File: config.mk
export PLATFORM = sky130hd
export DESIGN_NAME = command_token_classifier
export DESIGN_NICKNAME = d
export VERILOG_FILES = /design/src/rtl/ctc_pkg.sv /design/src/rtl/ctc_front.sv /design/src/rtl/ctc_fifo.sv /design/src/rtl/ctc_back.sv /design/src/rtl/command_token_classifier.sv
export SDC_FILE = /design/constraint.sdc
export NUM_CORES = 1
export LEC_CHECK = 0
export BUFFER_PORTS_ARGS = -buffer_cell sky130_fd_sc_hd__buf_2
export CAP_MARGIN = 30
export CORE_MARGIN = 2
export CORE_UTILIZATION = 60
export CTS_BUF_LIST = sky130_fd_sc_hd__clkbuf_4 sky130_fd_sc_hd__clkbuf_8
export DETAILED_ROUTE_END_ITERATION = 10
export PLACE_DENSITY_LB_ADDON = 0.15
export SYNTH_ARGS = -nofsm -noshare
export SYNTH_HDL_FRONTEND = slang
export SYNTH_HIERARCHICAL = 1
export SYNTH_SLANG_ARGS = --single-unit
File: constraint.sdc
create_clock -name clk_i -period 5.8 [get_ports clk_i]
set_clock_uncertainty 0.1 [all_clocks]
set_input_delay 0.29 -clock clk_i [delete_from_list [all_inputs] [get_ports clk_i]]
set_output_delay 0.29 -clock clk_i [all_outputs]
set_load 0.03 [all_outputs]
File: src/rtl/ctc_pkg.sv
`default_nettype none
// ----------------------------------------------------------------------------
// ctc_pkg
// Shared types and constants of the command token classifier.
// ----------------------------------------------------------------------------
package ctc_pkg;

  localparam int MAX_KEYWORDS  = 6;
  localparam int KEYWORD_CHARS = 8;
  localparam int KW_WIDTH      = 8 * KEYWORD_CHARS;
  localparam int FIFO_DEPTH    = 4;
  localparam int FIFO_PTR_W    = $clog2(FIFO_DEPTH);

  localparam logic [2:0] REG_KW_COUNT = 3'd6;

  typedef enum logic [1:0] {
    KIND_KEYWORD = 2'd0,
    KIND_HEX     = 2'd1,
    KIND_NONE    = 2'd2,
    KIND_EOL     = 2'd3
  } kind_e;

  // One closed token and/or end of line, front to back.
  typedef struct packed {
    logic       tok;
    logic       eol;
    kind_e      kind;
    logic [2:0] kw_idx;
    logic [7:0] hex;
  } ctc_entry_t;

endpackage
`default_nettype wire

File: src/rtl/ctc_front.sv
`default_nettype none
// ----------------------------------------------------------------------------
// ctc_front
// Collects token bytes, holds the keyword registers and classifies each token
// as it closes on a space or a zero byte.
// ----------------------------------------------------------------------------
module ctc_front
  import ctc_pkg::*;
(
  input  wire logic                clk_i,
  input  wire logic                rst_ni,
  input  wire logic                cfg_we_i,
  input  wire logic [2:0]          cfg_idx_i,
  input  wire logic [KW_WIDTH-1:0] cfg_data_i,
  input  wire logic                in_valid_i,
  input  wire logic [7:0]          in_char_i,
  input  wire logic                q_ready_i,
  output      logic                push_o,
  output      ctc_entry_t          entry_o
);

  localparam logic [7:0] CHAR_SPACE = 8'd32;
  localparam logic [3:0] LEN_SAT    = 4'(KEYWORD_CHARS + 1);
  localparam logic [3:0] LEN_FULL   = 4'(KEYWORD_CHARS);

  logic [KW_WIDTH-1:0] kw_q [MAX_KEYWORDS];
  logic [2:0]          kw_cnt_q;
  logic [7:0]          tok_q [KEYWORD_CHARS];
  logic [3:0]          len_q, len_d;

  logic       accept;
  logic       is_zero, is_space;
  logic [2:0] kw_n;
  logic [MAX_KEYWORDS-1:0] kw_hit;
  logic       any_hit;
  logic [2:0] hit_idx;
  logic [4:0] hex_hi, hex_lo;
  logic       hex_ok;

  function automatic logic [7:0] to_lower(input logic [7:0] c);
    to_lower = (c >= "A" && c <= "Z") ? c + 8'd32 : c;
  endfunction

  // {valid, nibble}
  function automatic logic [4:0] hex_digit(input logic [7:0] c);
    logic [7:0] v;
    v = 8'd0;
    hex_digit = 5'd0;
    if (c >= "0" && c <= "9") begin
      v = c - "0";
      hex_digit = {1'b1, v[3:0]};
    end else if (c >= "A" && c <= "F") begin
      v = c - 8'd55;
      hex_digit = {1'b1, v[3:0]};
    end else if (c >= "a" && c <= "f") begin
      v = c - 8'd87;
      hex_digit = {1'b1, v[3:0]};
    end
  endfunction

  assign accept   = in_valid_i && q_ready_i;
  assign is_zero  = (in_char_i == 8'd0);
  assign is_space = (in_char_i == CHAR_SPACE);
  assign kw_n     = (kw_cnt_q > 3'(MAX_KEYWORDS)) ? 3'(MAX_KEYWORDS) : kw_cnt_q;

  // keyword compare, all keywords in parallel
  always_comb begin
    logic ok;
    logic [7:0] kb;
    for (int j = 0; j < MAX_KEYWORDS; j++) begin
      ok = (len_q != 4'd0) && (len_q <= LEN_FULL) && (3'(j) < kw_n);
      for (int i = 0; i < KEYWORD_CHARS; i++) begin
        kb = kw_q[j][8*i +: 8];
        if (4'(i) < len_q) begin
          if (to_lower(tok_q[i]) != kb) ok = 1'b0;
        end else if (4'(i) == len_q) begin
          if (kb != 8'd0) ok = 1'b0;
        end
      end
      kw_hit[j] = ok;
    end
  end

  always_comb begin
    any_hit = 1'b0;
    hit_idx = 3'd0;
    for (int j = MAX_KEYWORDS - 1; j >= 0; j--) begin
      if (kw_hit[j]) begin
        any_hit = 1'b1;
        hit_idx = 3'(j);
      end
    end
  end

  assign hex_hi = hex_digit(tok_q[2]);
  assign hex_lo = hex_digit(tok_q[3]);
  assign hex_ok = (len_q == 4'd4) && (tok_q[0] == "0") && (tok_q[1] == "x") &&
                  hex_hi[4] && hex_lo[4];

  always_comb begin
    entry_o.tok    = (len_q != 4'd0);
    entry_o.eol    = is_zero;
    entry_o.kind   = KIND_NONE;
    entry_o.kw_idx = 3'd0;
    entry_o.hex    = 8'd0;
    if (any_hit) begin
      entry_o.kind   = KIND_KEYWORD;
      entry_o.kw_idx = hit_idx;
    end else if (hex_ok) begin
      entry_o.kind = KIND_HEX;
      entry_o.hex  = {hex_hi[3:0], hex_lo[3:0]};
    end
  end

  assign push_o = accept && (is_zero || (is_space && len_q != 4'd0));

  always_comb begin
    len_d = len_q;
    if (accept) begin
      if (is_zero || is_space) begin
        len_d = 4'd0;
      end else if (len_q < LEN_SAT) begin
        len_d = len_q + 4'd1;
      end
    end
  end

  always_ff @(posedge clk_i or negedge rst_ni) begin
    if (!rst_ni) begin
      len_q    <= 4'd0;
      kw_cnt_q <= 3'd0;
      for (int j = 0; j < MAX_KEYWORDS; j++) kw_q[j] <= '0;
    end else begin
      len_q <= len_d;
      if (cfg_we_i) begin
        for (int j = 0; j < MAX_KEYWORDS; j++) begin
          if (cfg_idx_i == 3'(j)) kw_q[j] <= cfg_data_i;
        end
        if (cfg_idx_i == REG_KW_COUNT) kw_cnt_q <= cfg_data_i[2:0];
      end
    end
  end

  always_ff @(posedge clk_i) begin
    if (accept && !is_zero && !is_space && len_q < LEN_FULL) begin
      tok_q[len_q[2:0]] <= in_char_i;
    end
  end

endmodule
`default_nettype wire

File: src/rtl/ctc_fifo.sv
`default_nettype none
// ----------------------------------------------------------------------------
// ctc_fifo
// Short queue of classified entries between front and back.
// ----------------------------------------------------------------------------
module ctc_fifo
  import ctc_pkg::*;
(
  input  wire logic       clk_i,
  input  wire logic       rst_ni,
  input  wire logic       push_i,
  input  wire ctc_entry_t push_data_i,
  input  wire logic       pop_i,
  output ctc_entry_t      pop_data_o,
  output      logic       full_o,
  output      logic       empty_o
);

  ctc_entry_t mem_q [FIFO_DEPTH];
  logic [FIFO_PTR_W-1:0] wr_q, rd_q;
  logic [FIFO_PTR_W:0]   cnt_q;
  logic do_push, do_pop;

  assign full_o     = (cnt_q == (FIFO_PTR_W+1)'(FIFO_DEPTH));
  assign empty_o    = (cnt_q == '0);
  assign do_push    = push_i && !full_o;
  assign do_pop     = pop_i && !empty_o;
  assign pop_data_o = mem_q[rd_q];

  always_ff @(posedge clk_i or negedge rst_ni) begin
    if (!rst_ni) begin
      wr_q  <= '0;
      rd_q  <= '0;
      cnt_q <= '0;
    end else begin
      if (do_push) wr_q <= wr_q + 1'b1;
      if (do_pop)  rd_q <= rd_q + 1'b1;
      if (do_push && !do_pop) cnt_q <= cnt_q + 1'b1;
      else if (do_pop && !do_push) cnt_q <= cnt_q - 1'b1;
    end
  end

  always_ff @(posedge clk_i) begin
    if (do_push) mem_q[wr_q] <= push_data_i;
  end

endmodule
`default_nettype wire

File: src/rtl/ctc_back.sv
`default_nettype none
// ----------------------------------------------------------------------------
// ctc_back
// Turns queue entries into result words: the token result, then end of line.
// ----------------------------------------------------------------------------
module ctc_back
  import ctc_pkg::*;
(
  input  wire logic       clk_i,
  input  wire logic       rst_ni,
  input  wire ctc_entry_t entry_i,
  input  wire logic       empty_i,
  output      logic       pop_o,
  output      logic       out_valid_o,
  input  wire logic       out_ready_i,
  output      kind_e      out_kind_o,
  output      logic [2:0] out_idx_o,
  output      logic [7:0] out_hex_o,
  output      logic       out_last_o
);

  logic       valid_q;
  logic       phase_q, phase_d;   // token already sent, EOL pending
  kind_e      kind_q, kind_d;
  logic [2:0] idx_q, idx_d;
  logic [7:0] hex_q, hex_d;
  logic       last_q, last_d;
  logic       load, emit;

  assign load = !valid_q || out_ready_i;
  assign emit = load && !empty_i;

  always_comb begin
    phase_d = phase_q;
    pop_o   = 1'b0;
    kind_d  = KIND_EOL;
    idx_d   = 3'd0;
    hex_d   = 8'd0;
    last_d  = 1'b1;
    if (entry_i.tok && !phase_q) begin
      kind_d = entry_i.kind;
      idx_d  = entry_i.kw_idx;
      hex_d  = entry_i.hex;
      last_d = 1'b0;
      if (emit) begin
        if (entry_i.eol) phase_d = 1'b1;
        else pop_o = 1'b1;
      end
    end else if (emit) begin
      pop_o   = 1'b1;
      phase_d = 1'b0;
    end
  end

  always_ff @(posedge clk_i or negedge rst_ni) begin
    if (!rst_ni) begin
      valid_q <= 1'b0;
      phase_q <= 1'b0;
    end else begin
      phase_q <= phase_d;
      if (load) valid_q <= !empty_i;
    end
  end

  always_ff @(posedge clk_i) begin
    if (emit) begin
      kind_q <= kind_d;
      idx_q  <= idx_d;
      hex_q  <= hex_d;
      last_q <= last_d;
    end
  end

  assign out_valid_o = valid_q;
  assign out_kind_o  = kind_q;
  assign out_idx_o   = idx_q;
  assign out_hex_o   = hex_q;
  assign out_last_o  = last_q;

endmodule
`default_nettype wire

File: src/rtl/command_token_classifier.sv
`default_nettype none
// ----------------------------------------------------------------------------
// command_token_classifier
// Splits a command line into space-separated tokens and sorts each token.
// ----------------------------------------------------------------------------
// One byte is accepted per clock while the four-word queue between the
// tokenizer and the result stage has room. A closing space or zero byte is
// classified in the cycle it is accepted, queued, and then loaded into the
// output register. The result stage sends one word per cycle while the output
// is ready, so a zero byte that closes a token yields two words (token result,
// then end of line with tlast set); input stalls only when the queue is full.
module command_token_classifier
  import ctc_pkg::*;
(
  input  wire logic                clk_i,
  input  wire logic                rst_ni,
  input  wire logic                cfg_we_i,
  input  wire logic [2:0]          cfg_idx_i,
  input  wire logic [KW_WIDTH-1:0] cfg_data_i,
  input  wire logic                s_axis_tvalid,
  output      logic                s_axis_tready,
  input  wire logic [7:0]          s_axis_tdata,   // [7:0] char_in
  output      logic                m_axis_tvalid,
  input  wire logic                m_axis_tready,
  output      logic [15:0]         m_axis_tdata,   // [2:0] keyword_index, [10:3] hex_value
  output      logic [1:0]          m_axis_tuser,   // [1:0] token_kind
  output      logic                m_axis_tlast    // line_end
);

  ctc_entry_t push_entry, head_entry;
  logic       push, pop, full, empty;
  kind_e      out_kind;
  logic [2:0] out_idx;
  logic [7:0] out_hex;

  assign s_axis_tready = !full;

  ctc_front u_front (
    .clk_i      (clk_i),
    .rst_ni     (rst_ni),
    .cfg_we_i   (cfg_we_i),
    .cfg_idx_i  (cfg_idx_i),
    .cfg_data_i (cfg_data_i),
    .in_valid_i (s_axis_tvalid),
    .in_char_i  (s_axis_tdata),
    .q_ready_i  (!full),
    .push_o     (push),
    .entry_o    (push_entry)
  );

  ctc_fifo u_fifo (
    .clk_i       (clk_i),
    .rst_ni      (rst_ni),
    .push_i      (push),
    .push_data_i (push_entry),
    .pop_i       (pop),
    .pop_data_o  (head_entry),
    .full_o      (full),
    .empty_o     (empty)
  );

  ctc_back u_back (
    .clk_i       (clk_i),
    .rst_ni      (rst_ni),
    .entry_i     (head_entry),
    .empty_i     (empty),
    .pop_o       (pop),
    .out_valid_o (m_axis_tvalid),
    .out_ready_i (m_axis_tready),
    .out_kind_o  (out_kind),
    .out_idx_o   (out_idx),
    .out_hex_o   (out_hex),
    .out_last_o  (m_axis_tlast)
  );

  assign m_axis_tuser = out_kind;
  assign m_axis_tdata = {5'd0, out_hex, out_idx};

  a_last_is_eol: assert property (@(posedge clk_i) disable iff (!rst_ni)
    m_axis_tvalid |-> (m_axis_tlast == (m_axis_tuser == KIND_EOL)))
    else $error("tlast and end-of-line kind disagree");

  a_idx_only_kw: assert property (@(posedge clk_i) disable iff (!rst_ni)
    (m_axis_tvalid && m_axis_tuser != KIND_KEYWORD) |-> (m_axis_tdata[2:0] == 3'd0))
    else $error("keyword index set on non-keyword word");

  a_hex_only_hex: assert property (@(posedge clk_i) disable iff (!rst_ni)
    (m_axis_tvalid && m_axis_tuser != KIND_HEX) |-> (m_axis_tdata[10:3] == 8'd0))
    else $error("hex value set on non-hex word");

  a_eol_queued: assert property (@(posedge clk_i) disable iff (!rst_ni)
    (s_axis_tvalid && s_axis_tready && s_axis_tdata == 8'd0) |=> !empty)
    else $error("end of line lost");

endmodule
`default_nettype wire

# Word level (Yosys, flattened, before mapping)
# Memories as Yosys holds them, arrays and structs flattened.
# Cells that the tools add are included.
# totals
reg_bits	414
latchBits	0
mem_bits_rw	124
rom_bits	0
in_bits	80
n_memories	2
# memory_table
name	depth	word_bits	rd	rd_ports_with_merged_regs	wr	line	rtl
u_front.tok_q	8	8	8	0	1	ctc_front.sv:28	logic [7:0] tok_q [KEYWORD_CHARS];
u_fifo.mem_q	4	15	1	0	1	ctc_fifo.sv:19	ctc_entry_t mem_q [FIFO_DEPTH];
# op_classes
n_addsub	19
n_mul	0
n_div	0
n_lt_le_gt_ge	44
n_eq_ne	67
n_shift	0
n_mux	241
bitwise_logic	0
reduce_logical	112
# op_table
operator	n
inequality test 8 bit	48
nonzero test 8 bit	48
2-to-1 mux 1 bit	211
less-or-equal comparator 8 x 7 -> 1 bit (second input constant)	12
greater-or-equal comparator 8 x 7 -> 1 bit (second input constant)	10
2-to-1 mux 8 bit	10
adder 8 x 6 -> 8 bit (second input constant)	8
logical AND 1 bit	37
2-to-1 mux 3 bit	10
2-to-1 mux 5 bit	6
AND reduction 2 bit	9
== test 3 x 4 -> 1 bit (first input constant)	4
== test 8 x 6 -> 1 bit (second input constant)	2
greater-or-equal comparator 8 x 6 -> 1 bit (second input constant)	2
less-or-equal comparator 8 x 6 -> 1 bit (second input constant)	2
less-than comparator 3 x 4 -> 1 bit (first input constant)	4
subtractor 4 x 3 -> 4 bit (second input constant)	4
== test 3 bit (second input constant)	4
== test 2 x 4 -> 1 bit (first input constant)	2
== test 8 x 7 -> 1 bit (second input constant)	1
logical NOT 1 bit	8
logical NOT 8 bit	1
less-than comparator 1 x 4 -> 1 bit (first input constant)	2
less-than comparator 2 x 4 -> 1 bit (first input constant)	2
other kinds (23)	36

# Longest topological paths before layout
# Gate-level depths: netlist of run 1.
# logic_depth
word_depth	35
mapped_depth	15
ltp_nobuf	12

# Cells and area by module
# The synthesis of run 1 kept the hierarchy.
# by_module_without_submodules
module	n_inst	cells_each	area_each_um2
ctc_front	1	2007	24275.8
ctc_fifo	1	115	2621.3
ctc_back	1	39	629.4
command_token_classifier	1	7	45.0

# Worst setup path after synthesis of run 1
# OpenSTA, ideal clock, no wires.
# synth_path
path_kind	flip-flop to flip-flop
start	mem u_front.tok_q[2][1]
end	mem u_fifo/mem_q[0][0] (netlist bit) (data pin)
setup_ns	0.295
arrival_ns	3.860
required_ns	5.405
slack_ns	1.545
path_stages_with_launch	16
path_cell_list	edfxtp_1 -> buf_1 -> inv_1 -> ha_1 -> or4b_1 -> buf_2 -> o31a_1 -> o22a_1 -> buf_6 -> xnor2_1 -> o41ai_1 -> or4b_4 -> nor4_4 -> a21oi_2 -> nand3_4 -> nor3_1
# synth_lines
item	line
start: declaration	ctc_front.sv:28
end: declaration	ctc_fifo.sv:19

==> impl_summary.md, run 1 <==
Status
The run finished with clean final reports.

Finish
The share of the core filled with cells is between 60% and 70%. The number of fillers in the final layout is between 3,000 and 4,000. The layout overhead on the synthesized area is 13.1%. The cell area after layout is approximately 0.031 mm². The most common library cell in the layout ignoring fill and taps is sky130_fd_sc_hd__dfrtp_1.

For this run, the post-layout net count is between 2,000 and 2,500. The fraction of final layout cells with drive strength greater than 1 is 30.2%. The top cell types in the final layout, fill and taps aside, are sky130_fd_sc_hd__dfrtp_1 (400), sky130_fd_sc_hd__mux2_2 (384), sky130_fd_sc_hd__xnor2_1 (202), sky130_fd_sc_hd__xor2_1 (159), sky130_fd_sc_hd__edfxtp_1 (138).

Clock tree
The clock passes through at most 3 buffers. The CTS sink count is 538. The tree is rooted in a sky130_fd_sc_hd__clkbuf_8. The clock tree from TritonCTS is built. The number of buffers created by CTS is 88. The clock reaches the later pin of the worst-skew pair after around 670 ps. The number of H-tree levels is 3. The clock slew seen by the registers of the worst setup and hold paths is 60 ps.

Synthesis
The post-synthesis instance area is between 0.02 and 0.03 mm². In this run, synthesis inferred 138 flip-flops with an integrated enable. The synthesized netlist contains about 110 unique library cells. The mean area per synthesized cell is between 10 and 15 µm². The fraction of synthesis flops using an asynchronous set or reset pin is between 70% and 80%. For this run, the register share of the synthesized area comes to between 50% and 60%. The library cell occupying the most area in the post-synthesis netlist is sky130_fd_sc_hd__dfrtp_1.

Of the post-synthesis cell area, the dominant cell type holds a little over a third. The top flip-flop cell by instance count after synthesis is sky130_fd_sc_hd__dfrtp_1. After synthesis, the cell types taking the most area are sky130_fd_sc_hd__dfrtp_1 (36%), sky130_fd_sc_hd__mux2_2 (16%), sky130_fd_sc_hd__edfxtp_1 (15%), sky130_fd_sc_hd__xnor2_1 (6.4%), sky130_fd_sc_hd__xor2_1 (5.1%).

Counting flops and latches in the post-synthesis netlist gives about 540. The cell count after synthesis is roughly 2,200. The number of warnings reported in the yosys synthesis log is 6.

Timing
The setup TNS is 0 ps. Setup repair after global routing left no endpoint under its margin. Setup violations remaining at the end of the flow were counted as 0. The slew at the pin with the worst max-slew slack is 1010 ps. The worst pin sits at a relative slew slack of around a third. The worst path uses approximately 88% of the clock period. The number of hold violations in the final report is 0. The total count of max-transition violations in the final report is 0.

The worst path in the final design needs a cycle of slightly above 5000 ps, including I/O delays and setup. Final hold analysis gives a worst-case slack of between 50 and 60 ps. Static timing analysis puts the maximum clock frequency at just under 200 MHz.

Floorplanning
The row count is 78. The die is ~220 µm tall. The I/O pin total is 101. The standard cell core area is between 0.04 and 0.05 mm². The initial core utilization is 60.8%.

The floorplan die area is around 0.048 mm². In this run the horizontal extent of the chip is between 200 and 250 µm.

Min path
The worst hold path belongs to the class input port to flip-flop.

Global route
The global-route usage over all layers is a little under a third. The number of antenna violations at the first check in global routing came to 3. The via count of the first global-routing pass is 19,000. The first-pass GRT wire length is between 100,000 and 150,000 µm.

The maximum number of pins on one net before global-route repair is 150. The total overflow left after global routing is 0.

Power and ir drop
The power per standard cell area is roughly 360 mW/mm². In this run the static leakage power is about 0.012 µW. The worst-case IR drop observed on VDD is between 0.0002 and 0.0003 V. The design draws approximately 11,000 µW.

Critical path
Along the worst path, the maximum fanout reaches 19. STA classifies the critical path endpoint as a flip-flop. The data required time at the worst endpoint is between 6000 and 7000 ps.

The data arrival time of the worst path is around 5400 ps. The critical path is of the flip-flop to flip-flop type. The kind of start point of the critical path is a flip-flop.

Run
The tool flagged a number of max-cap violations equal to 0.

Placement
Once placement finished, the instance area stood at approximately 0.028 mm². The number of input and output port buffers inserted is 95. The half-perimeter wire length after detailed placement is 50,700 µm. Routability-driven placement finished with a final weighted congestion of between 0.9 and 1.

Routing
The number of nets with antenna violations after routing is 0. After the first detailed-routing iteration, the DRC count stood at approximately 1,700. Summed over all layers, the routed wires come to 74,000 µm.

Dividing the detail-routed wire length by the instance count gives approximately 25 µm. The number of detailed-routing iterations run before antenna repair is 6. After detailed routing, the number of remaining DRC violations is 0. Dividing the detail-routed via count by the number of cells gives roughly 6.2. For this block, the via count after detailed routing is between 15,000 and 20,000.
## what timing repair did
| item | 4_1_cts | 5_1_grt |
|---|---|---|
| endpoints found under the hold margin | 564 | 0 |
| hold buffers | 75 | 0 |
| setup buffers | 0 | 0 |
| resized for setup | 0 | 0 |
## state kept, by name, summed over array words and instances (netlist names)
name	cells
u_back/out_hex_o	8
u_fifo/wr_q	2
u_front/kw_q	384
u_front/len_q	4
u_fifo/mem_q	60
u_back/out_kind_o	2
u_front/tok_q	64
u_front/kw_cnt_q	3
u_fifo/rd_q	2
u_back/out_valid_o	1
u_fifo/cnt_q	3
u_back/phase_q	1
u_back/out_last_o	1
u_back/out_idx_o	3
## report_power, final
group | internal (µW) | switching (µW)
sequential | 4590 | 772
combinational | 1180 | 1150
clock | 1950 | 1490
## final timing paths
path                                  start                   to  slack [ps]  cells past startpoint
max                        u_front/len_q[1]   u_fifo/mem_q[3][4]         710                     12
max in group asynchronous            rst_ni    u_front/kw_q[190]        3950                      3
min reg2reg                 u_fifo/cnt_q[2]      u_fifo/cnt_q[2]         390                      1
max reg2reg                u_front/len_q[1]   u_fifo/mem_q[3][4]         710                     12
min                                cfg_we_i  u_front/kw_cnt_q[0]          60                      3
min in group asynchronous            rst_ni   u_back/out_valid_o         190                      2
## metrics by stage
stage	setup slack [ps]	std cells
6_report	713	3010
3_3_place_gp	972	2767
2_1_floorplan	1550	2172
4_1_cts	920	3005
3_5_place_dp	941	2770
5_1_grt	707	3010
## layout make-up
class                           count  area, µm²  area share, %
Tap cell                          600        751           2.41
Timing Repair Buffer              197       1540           4.94
Inverter                           44        165          0.530
Multi-Input combinational cell   1470      12700           40.7
Clock inverter                     15        111          0.357
Sequential cell                   538      14200           45.4
Clock buffer                      145       1750           5.62
Antenna cell                        1       2.50        0.00803
## synth_stat cells, types with 6 or more instances
master and instances:
sky130_fd_sc_hd__ha_1 26, sky130_fd_sc_hd__a21oi_1 66, sky130_fd_sc_hd__edfxtp_1 138, sky130_fd_sc_hd__mux2_2 384, sky130_fd_sc_hd__buf_2 24, sky130_fd_sc_hd__o221ai_1 7, sky130_fd_sc_hd__dfrtp_1 400, sky130_fd_sc_hd__o31ai_1 8
sky130_fd_sc_hd__inv_1 42, sky130_fd_sc_hd__nor2b_1 10, sky130_fd_sc_hd__and2_1 16, sky130_fd_sc_hd__o41ai_1 18, sky130_fd_sc_hd__a31oi_1 13, sky130_fd_sc_hd__xnor2_1 202, sky130_fd_sc_hd__xor2_1 159, sky130_fd_sc_hd__buf_4 8
sky130_fd_sc_hd__mux2i_1 7, sky130_fd_sc_hd__a2111oi_0 14, sky130_fd_sc_hd__clkbuf_1 74, sky130_fd_sc_hd__nand2_1 49, sky130_fd_sc_hd__nand3_1 44, sky130_fd_sc_hd__nor3b_1 7, sky130_fd_sc_hd__a2bb2oi_1 6, sky130_fd_sc_hd__o2111ai_1 10
sky130_fd_sc_hd__nor3_1 47, sky130_fd_sc_hd__nor4_1 123, sky130_fd_sc_hd__nand2b_1 7, sky130_fd_sc_hd__o21ai_0 42, sky130_fd_sc_hd__nor2_1 37, sky130_fd_sc_hd__buf_6 8, sky130_fd_sc_hd__nand4_1 11, sky130_fd_sc_hd__or3_1 10
sky130_fd_sc_hd__mux4_2 11
## cells by family (layout without fill, tap and decap cells)
kind of cell | count (synthesis) | in the layout | synth area share [%]
other cells | 1 | 6 | 0.0136
simple gates | 418 | 418 | 9.08
fa+ha+maj | 27 | 27 | 1.25
mux | 408 | 408 | 17.3
flops | 538 | 538 | 51.3
buf+inv | 164 | 401 | 2.73
compound gates | 247 | 247 | 6.47
xor+xnor | 365 | 365 | 11.8
## worst max-delay path, stage by stage (launching register included)
cell	delay (ps)
sky130_fd_sc_hd__dfrtp_1	720
sky130_fd_sc_hd__inv_1	270
sky130_fd_sc_hd__ha_1	330
sky130_fd_sc_hd__nand3b_1	680
sky130_fd_sc_hd__a21oi_1	220
sky130_fd_sc_hd__nor4_1	320
sky130_fd_sc_hd__nand4_1	140
sky130_fd_sc_hd__a2111oi_1	660
sky130_fd_sc_hd__o2111ai_1	420
sky130_fd_sc_hd__or3_1	470
sky130_fd_sc_hd__nor2b_4	150
sky130_fd_sc_hd__nand3_4	160
sky130_fd_sc_hd__nor3_1	140
## layer usage
layer / GRT usage (%) / wire [µm] / vias to the layer above
met4: 11.9 / 2700 / 2
met3: 5.54 / 4500 / 145
li1: - / - / 8353
met1: 44.1 / 31900 / 9589
met2: 50.0 / 34900 / 677
met5: 0 / 13 / -
(Power assumes the default switching activity.)
==> run 2: changes to the inputs <==
SYNTH_HIERARCHICAL = not set   (was 1)
==> run 2 against run 1 <==
Synthesized area down 0.39%. Maximum frequency up 14%. Synthesized cell count up 1.4%. Combinational power up 16%. Sequential power up 2%. Hold slack better by 6.4 ps. Non-clock buffer count down 2. Count of clock-buffer cells in the layout down 2. Worst setup slack better by 640 ps. Critical endpoint is now u_fifo.mem_q[2][12]. First-iteration DRC count up 11%.
==> impl_summary.md, run 2 <==
Synthesis
The cell count after synthesis is 2,199 (was 2,168). Synth top cells by count: sky130_fd_sc_hd__dfrtp_1 (400), sky130_fd_sc_hd__mux2_2 (384), sky130_fd_sc_hd__xnor2_1 (195), sky130_fd_sc_hd__xor2_1 (161), sky130_fd_sc_hd__edfxtp_1 (138) (was sky130_fd_sc_hd__dfrtp_1 (400), sky130_fd_sc_hd__mux2_2 (384), sky130_fd_sc_hd__xnor2_1 (202), sky130_fd_sc_hd__xor2_1 (159), sky130_fd_sc_hd__edfxtp_1 (138)). The mean area per synthesized cell came to 12.5 µm² (was 12.7 µm²). The post-synthesis sequential area ratio is 51.5% (was 51.3%). The number of distinct library cells after synthesis is 92 (was 105). The portion of synthesized cell area occupied by the leading cell type is 36.4% (was 36.3%). The number of warnings reported in the yosys synthesis log came to 0 (was 6). The most common cell in the synthesized netlist was sky130_fd_sc_hd__dfrtp_1 (unchanged). The top flip-flop cell by instance count after synthesis was sky130_fd_sc_hd__dfrtp_1 (unchanged). The post-synthesis instance area came to 0.0275 mm² (was 0.0276 mm²). Top cells by area in the synthesized netlist: sky130_fd_sc_hd__dfrtp_1 (36%), sky130_fd_sc_hd__mux2_2 (16%), sky130_fd_sc_hd__edfxtp_1 (15%), sky130_fd_sc_hd__xnor2_1 (6.2%), sky130_fd_sc_hd__xor2_1 (5.1%) (was sky130_fd_sc_hd__dfrtp_1 (36%), sky130_fd_sc_hd__mux2_2 (16%), sky130_fd_sc_hd__edfxtp_1 (15%), sky130_fd_sc_hd__xnor2_1 (6.4%), sky130_fd_sc_hd__xor2_1 (5.1%)). The post-synthesis sequential element count is 538 (unchanged). The library cell occupying the most area in the post-synthesis netlist is sky130_fd_sc_hd__dfrtp_1 (unchanged).

The fraction of synthesis flops using an asynchronous set or reset pin came to 74.3% (unchanged). The number of synthesized flops with an enable pin is 138 (unchanged).

Timing
The slack of the critical path is 1350 ps (was 713 ps). The setup TNS is 0 ps (unchanged). The shortest clock period the worst path allows after layout is 4450 ps (was 5090 ps). The final hold slack is 65.5 ps (was 59.1 ps).

The total count of max-transition violations in the final report is 0 (unchanged). Unrepaired setup endpoints after global routing: false (unchanged). The number of setup violations in the final report is 0 (unchanged). The fraction of the cycle the final worst path needs came to 76.6% (was 87.7%). The number of hold violations in the final report is 0 (unchanged). The highest attainable clock frequency was 225 MHz (was 197 MHz). The tightest slew margin relative to the limit is 33.5% (was 32.5%). The slew at the pin with the worst max-slew slack came to 997 ps (was 1010 ps).

Power and ir drop
The leakage power is 0.0123 µW (was 0.0124 µW). The power per standard cell area was 377 mW/mm² (was 357 mW/mm²). The worst-case vdd ir drop is 0.000282 V (was 0.000273 V).

Critical path
The worst reg2reg path startpoint is u_front.len_q[1] (was u_front/len_q[1]). The critical path startpoint is u_front.len_q[1] (was u_front/len_q[1]). The data arrival time of the worst path was 4760 ps (was 5370 ps). The data required time at the worst endpoint is 6110 ps (was 6080 ps).

The maximum net fanout on the critical path is 14 (was 19). The register-to-register setup slack is 1350 ps (was 710 ps). The worst setup path endpoint is u_fifo.mem_q[2][12] (was u_fifo/mem_q[3][4]).

The length in cells of the worst reg-to-reg path is 12 (unchanged). The endpoint class of the critical path is a flip-flop (unchanged). The critical path class is flip-flop to flip-flop (unchanged). The endpoint of the worst-slack reg-to-reg timing path is u_fifo.mem_q[2][12] (was u_fifo/mem_q[3][4]). The kind of start point of the critical path is a flip-flop (unchanged).

Routing
The number of nets with antenna violations after routing is 0 (unchanged). The wire length reported by the detailed router was 78,800 µm (was 74,000 µm). The routed length per placed instance came to 25.9 µm (was 24.6 µm). The remaining routing DRC violations came to 0 (unchanged). The number of detailed-routing iterations run before antenna repair came to 5 (was 6). The average via count per standard cell came to 6.32 (was 6.23). The number of DRC markers after the initial detailed-route iteration is 1,939 (was 1,740). The routed via count is 19,300 (was 18,800).

Finish
The number of flip-flops in the largest register is 384 (unchanged). The final non-filler cell total is 3,047 (was 3,010). The fraction of final layout cells with drive strength greater than 1 was 29.7% (was 30.2%). The layout net count is 2,481 (was 2,446). Commonest cells after routing, fill and taps aside: sky130_fd_sc_hd__dfrtp_1 (400), sky130_fd_sc_hd__mux2_2 (384), sky130_fd_sc_hd__xnor2_1 (195), sky130_fd_sc_hd__xor2_1 (161), sky130_fd_sc_hd__edfxtp_1 (138) (was sky130_fd_sc_hd__dfrtp_1 (400), sky130_fd_sc_hd__mux2_2 (384), sky130_fd_sc_hd__xnor2_1 (202), sky130_fd_sc_hd__xor2_1 (159), sky130_fd_sc_hd__edfxtp_1 (138)). The register name with the most flops was u_front.kw_q (was u_front/kw_q). The number of fillers in the final layout was 3,308 (was 3,317).

The most common library cell in the layout ignoring fill and taps is sky130_fd_sc_hd__dfrtp_1 (unchanged). The layout overhead on the synthesized area is 13.7% (was 13.1%).

Floorplanning
The overall die width came to 218 µm (about the same). The die boundary height is 218 µm (about the same). The floorplan die area is 0.0475 mm² (was 0.0477 mm²). The standard cell core area came to 0.0453 mm² (was 0.0454 mm²). The initial core utilization was 60.7% (was 60.8%). The I/O pin total is 101 (unchanged). The row count is 78 (unchanged).

Status
Run status: completed (unchanged).

Min path
The worst hold path class is input port to flip-flop (unchanged).

Clock tree
The clock tree from TritonCTS was built (unchanged). The hold buffer count at CTS was 75 (unchanged). The number of buffers inserted by post-CTS setup repair is 0 (unchanged).

The clock network latency to the later pin of the worst-skew pair is 690 ps (was 670 ps). The number of buffers created by CTS was 88 (unchanged). The CTS sink count came to 538 (unchanged). The number of H-tree levels came to 3 (unchanged).

The count of cells resized by post-cts repair is 0 (unchanged). The clock slew seen by the registers of the worst setup and hold paths was 60 ps (about the same). The maximum clock path buffer count was 3 (unchanged). The master cell of the clock root buffer is sky130_fd_sc_hd__clkbuf_8 (unchanged).

Placement
The worst setup slack after placement is 1440 ps (was 941 ps). The half-perimeter wire length after detailed placement is 54,800 µm (was 50,700 µm). The total instance count after detailed placement was 2,805 (was 2,770).

The placer congestion estimate is 0.997 (was 0.922). The number of input and output port buffers inserted is 95 (unchanged).

Global route
The global-route usage over all layers is 33.7% (was 31.7%). The first-pass GRT wire length came to 120,000 µm (was 114,000 µm). The number of antenna violations at the first check in global routing is 0 (was 3). The maximum number of pins on one net before global-route repair is 167 (was 150). The via count of the first global-routing pass is 19,500 (was 19,000). The leftover overflow at the end of global routing is 0 (unchanged).

Run
The max-cap check violation count is 0 (unchanged).
-- run 2: cell count changes in the layout (fill, tap and decap cells not counted), moves of 7 or more --
cell,before,now
sky130_fd_sc_hd__nor3_1,45,55
sky130_fd_sc_hd__nand2_1,49,66
sky130_fd_sc_hd__xnor2_1,202,195
sky130_fd_sc_hd__nand4_1,11,27
sky130_fd_sc_hd__o211ai_1,5,12
sky130_fd_sc_hd__nand3_1,44,37
sky130_fd_sc_hd__a2111oi_0,14,4
sky130_fd_sc_hd__nor2_1,37,51
sky130_fd_sc_hd__and2_1,16,6
sky130_fd_sc_hd__o41ai_1,18,5
sky130_fd_sc_hd__nor2b_1,10,19
-- run 2: cell families after synthesis --
family / count (synthesis) / share of synthesized area (%)
adders and majority gates: 30 / 1.39
DFF: 538 / 51.5
other: 1 / 0.0137
muxes: 401 / 17.0
and+or+nand+nor: 461 / 9.54
xor gates and xnor gates: 356 / 11.4
buffers and inverters: 161 / 2.45
AOI/OAI and AO/OA: 251 / 6.67
-- run 2: stage by stage --
stage / power [µW] / utilization, % / area [µm²]
floorplan: 7100 / - / 27500
CTS: 11800 / 68.9 / 31200
detailed placement: 8130 / 63.0 / 28500
finish: 11800 / 69.0 / 31200
global placement: 8040 / 62.7 / 28400
global route: 12300 / 69.0 / 31200
-- run 2: layout make-up --
| class | count | area, µm² | area share, % |
|---|---|---|---|
| Sequential cell | 538 | 14200 | 45.3 |
| Multi-Input combinational cell | 1504 | 12700 | 40.6 |
| Clock buffer | 143 | 1760 | 5.62 |
| Timing Repair Buffer | 195 | 1540 | 4.93 |
| Tap cell | 600 | 751 | 2.40 |
| Clock inverter | 21 | 191 | 0.613 |
| Inverter | 44 | 165 | 0.529 |
| Antenna cell | 2 | 5.00 | 0.0160 |
-- run 2: power by group --
part | switching (µW) | leakage [µW] | internal, µW
sequential | 855 | 0.00614 | 4610
combinational | 1440 | 0.00515 | 1270
clock | 1560 | 0.00102 | 2050
-- run 2: critical path, stage by stage, from the launching register on --
cell                        delay [ps]
sky130_fd_sc_hd__dfrtp_1           670
sky130_fd_sc_hd__inv_1             180
sky130_fd_sc_hd__ha_1              250
sky130_fd_sc_hd__nand3b_1          450
sky130_fd_sc_hd__a21oi_1           160
sky130_fd_sc_hd__nor4_1            590
sky130_fd_sc_hd__o2111ai_1         200
sky130_fd_sc_hd__nor3_1            420
sky130_fd_sc_hd__o2111ai_1         210
sky130_fd_sc_hd__nor4_1            370
sky130_fd_sc_hd__nor4_1            130
sky130_fd_sc_hd__buf_4             210
sky130_fd_sc_hd__and3b_1           230
-- run 2: layer usage --
layer  routed length (µm)  global-route usage, %  part of all wire (%)
met5                    0                      0                     0
met4                 3140                   13.7                   4.0
met1                34300                   47.9                    44
met3                 4980                   5.77                   6.3
met2                36400                   51.7                    46
-- run 2: worst min path at each step --
stage	start	end	slack, ps	depth (start not counted)
floorplan	rst_ni	u_back.out_valid_o	-110	0
global placement	rst_ni	u_front.kw_q[216]	310	1
detailed placement	rst_ni	u_front.kw_q[218]	320	1
CTS	cfg_idx_i[1]	u_front.kw_cnt_q[0]	30	3
global route	cfg_idx_i[1]	u_front.kw_cnt_q[2]	60	3
finish	cfg_idx_i[1]	u_front.kw_cnt_q[0]	70	3
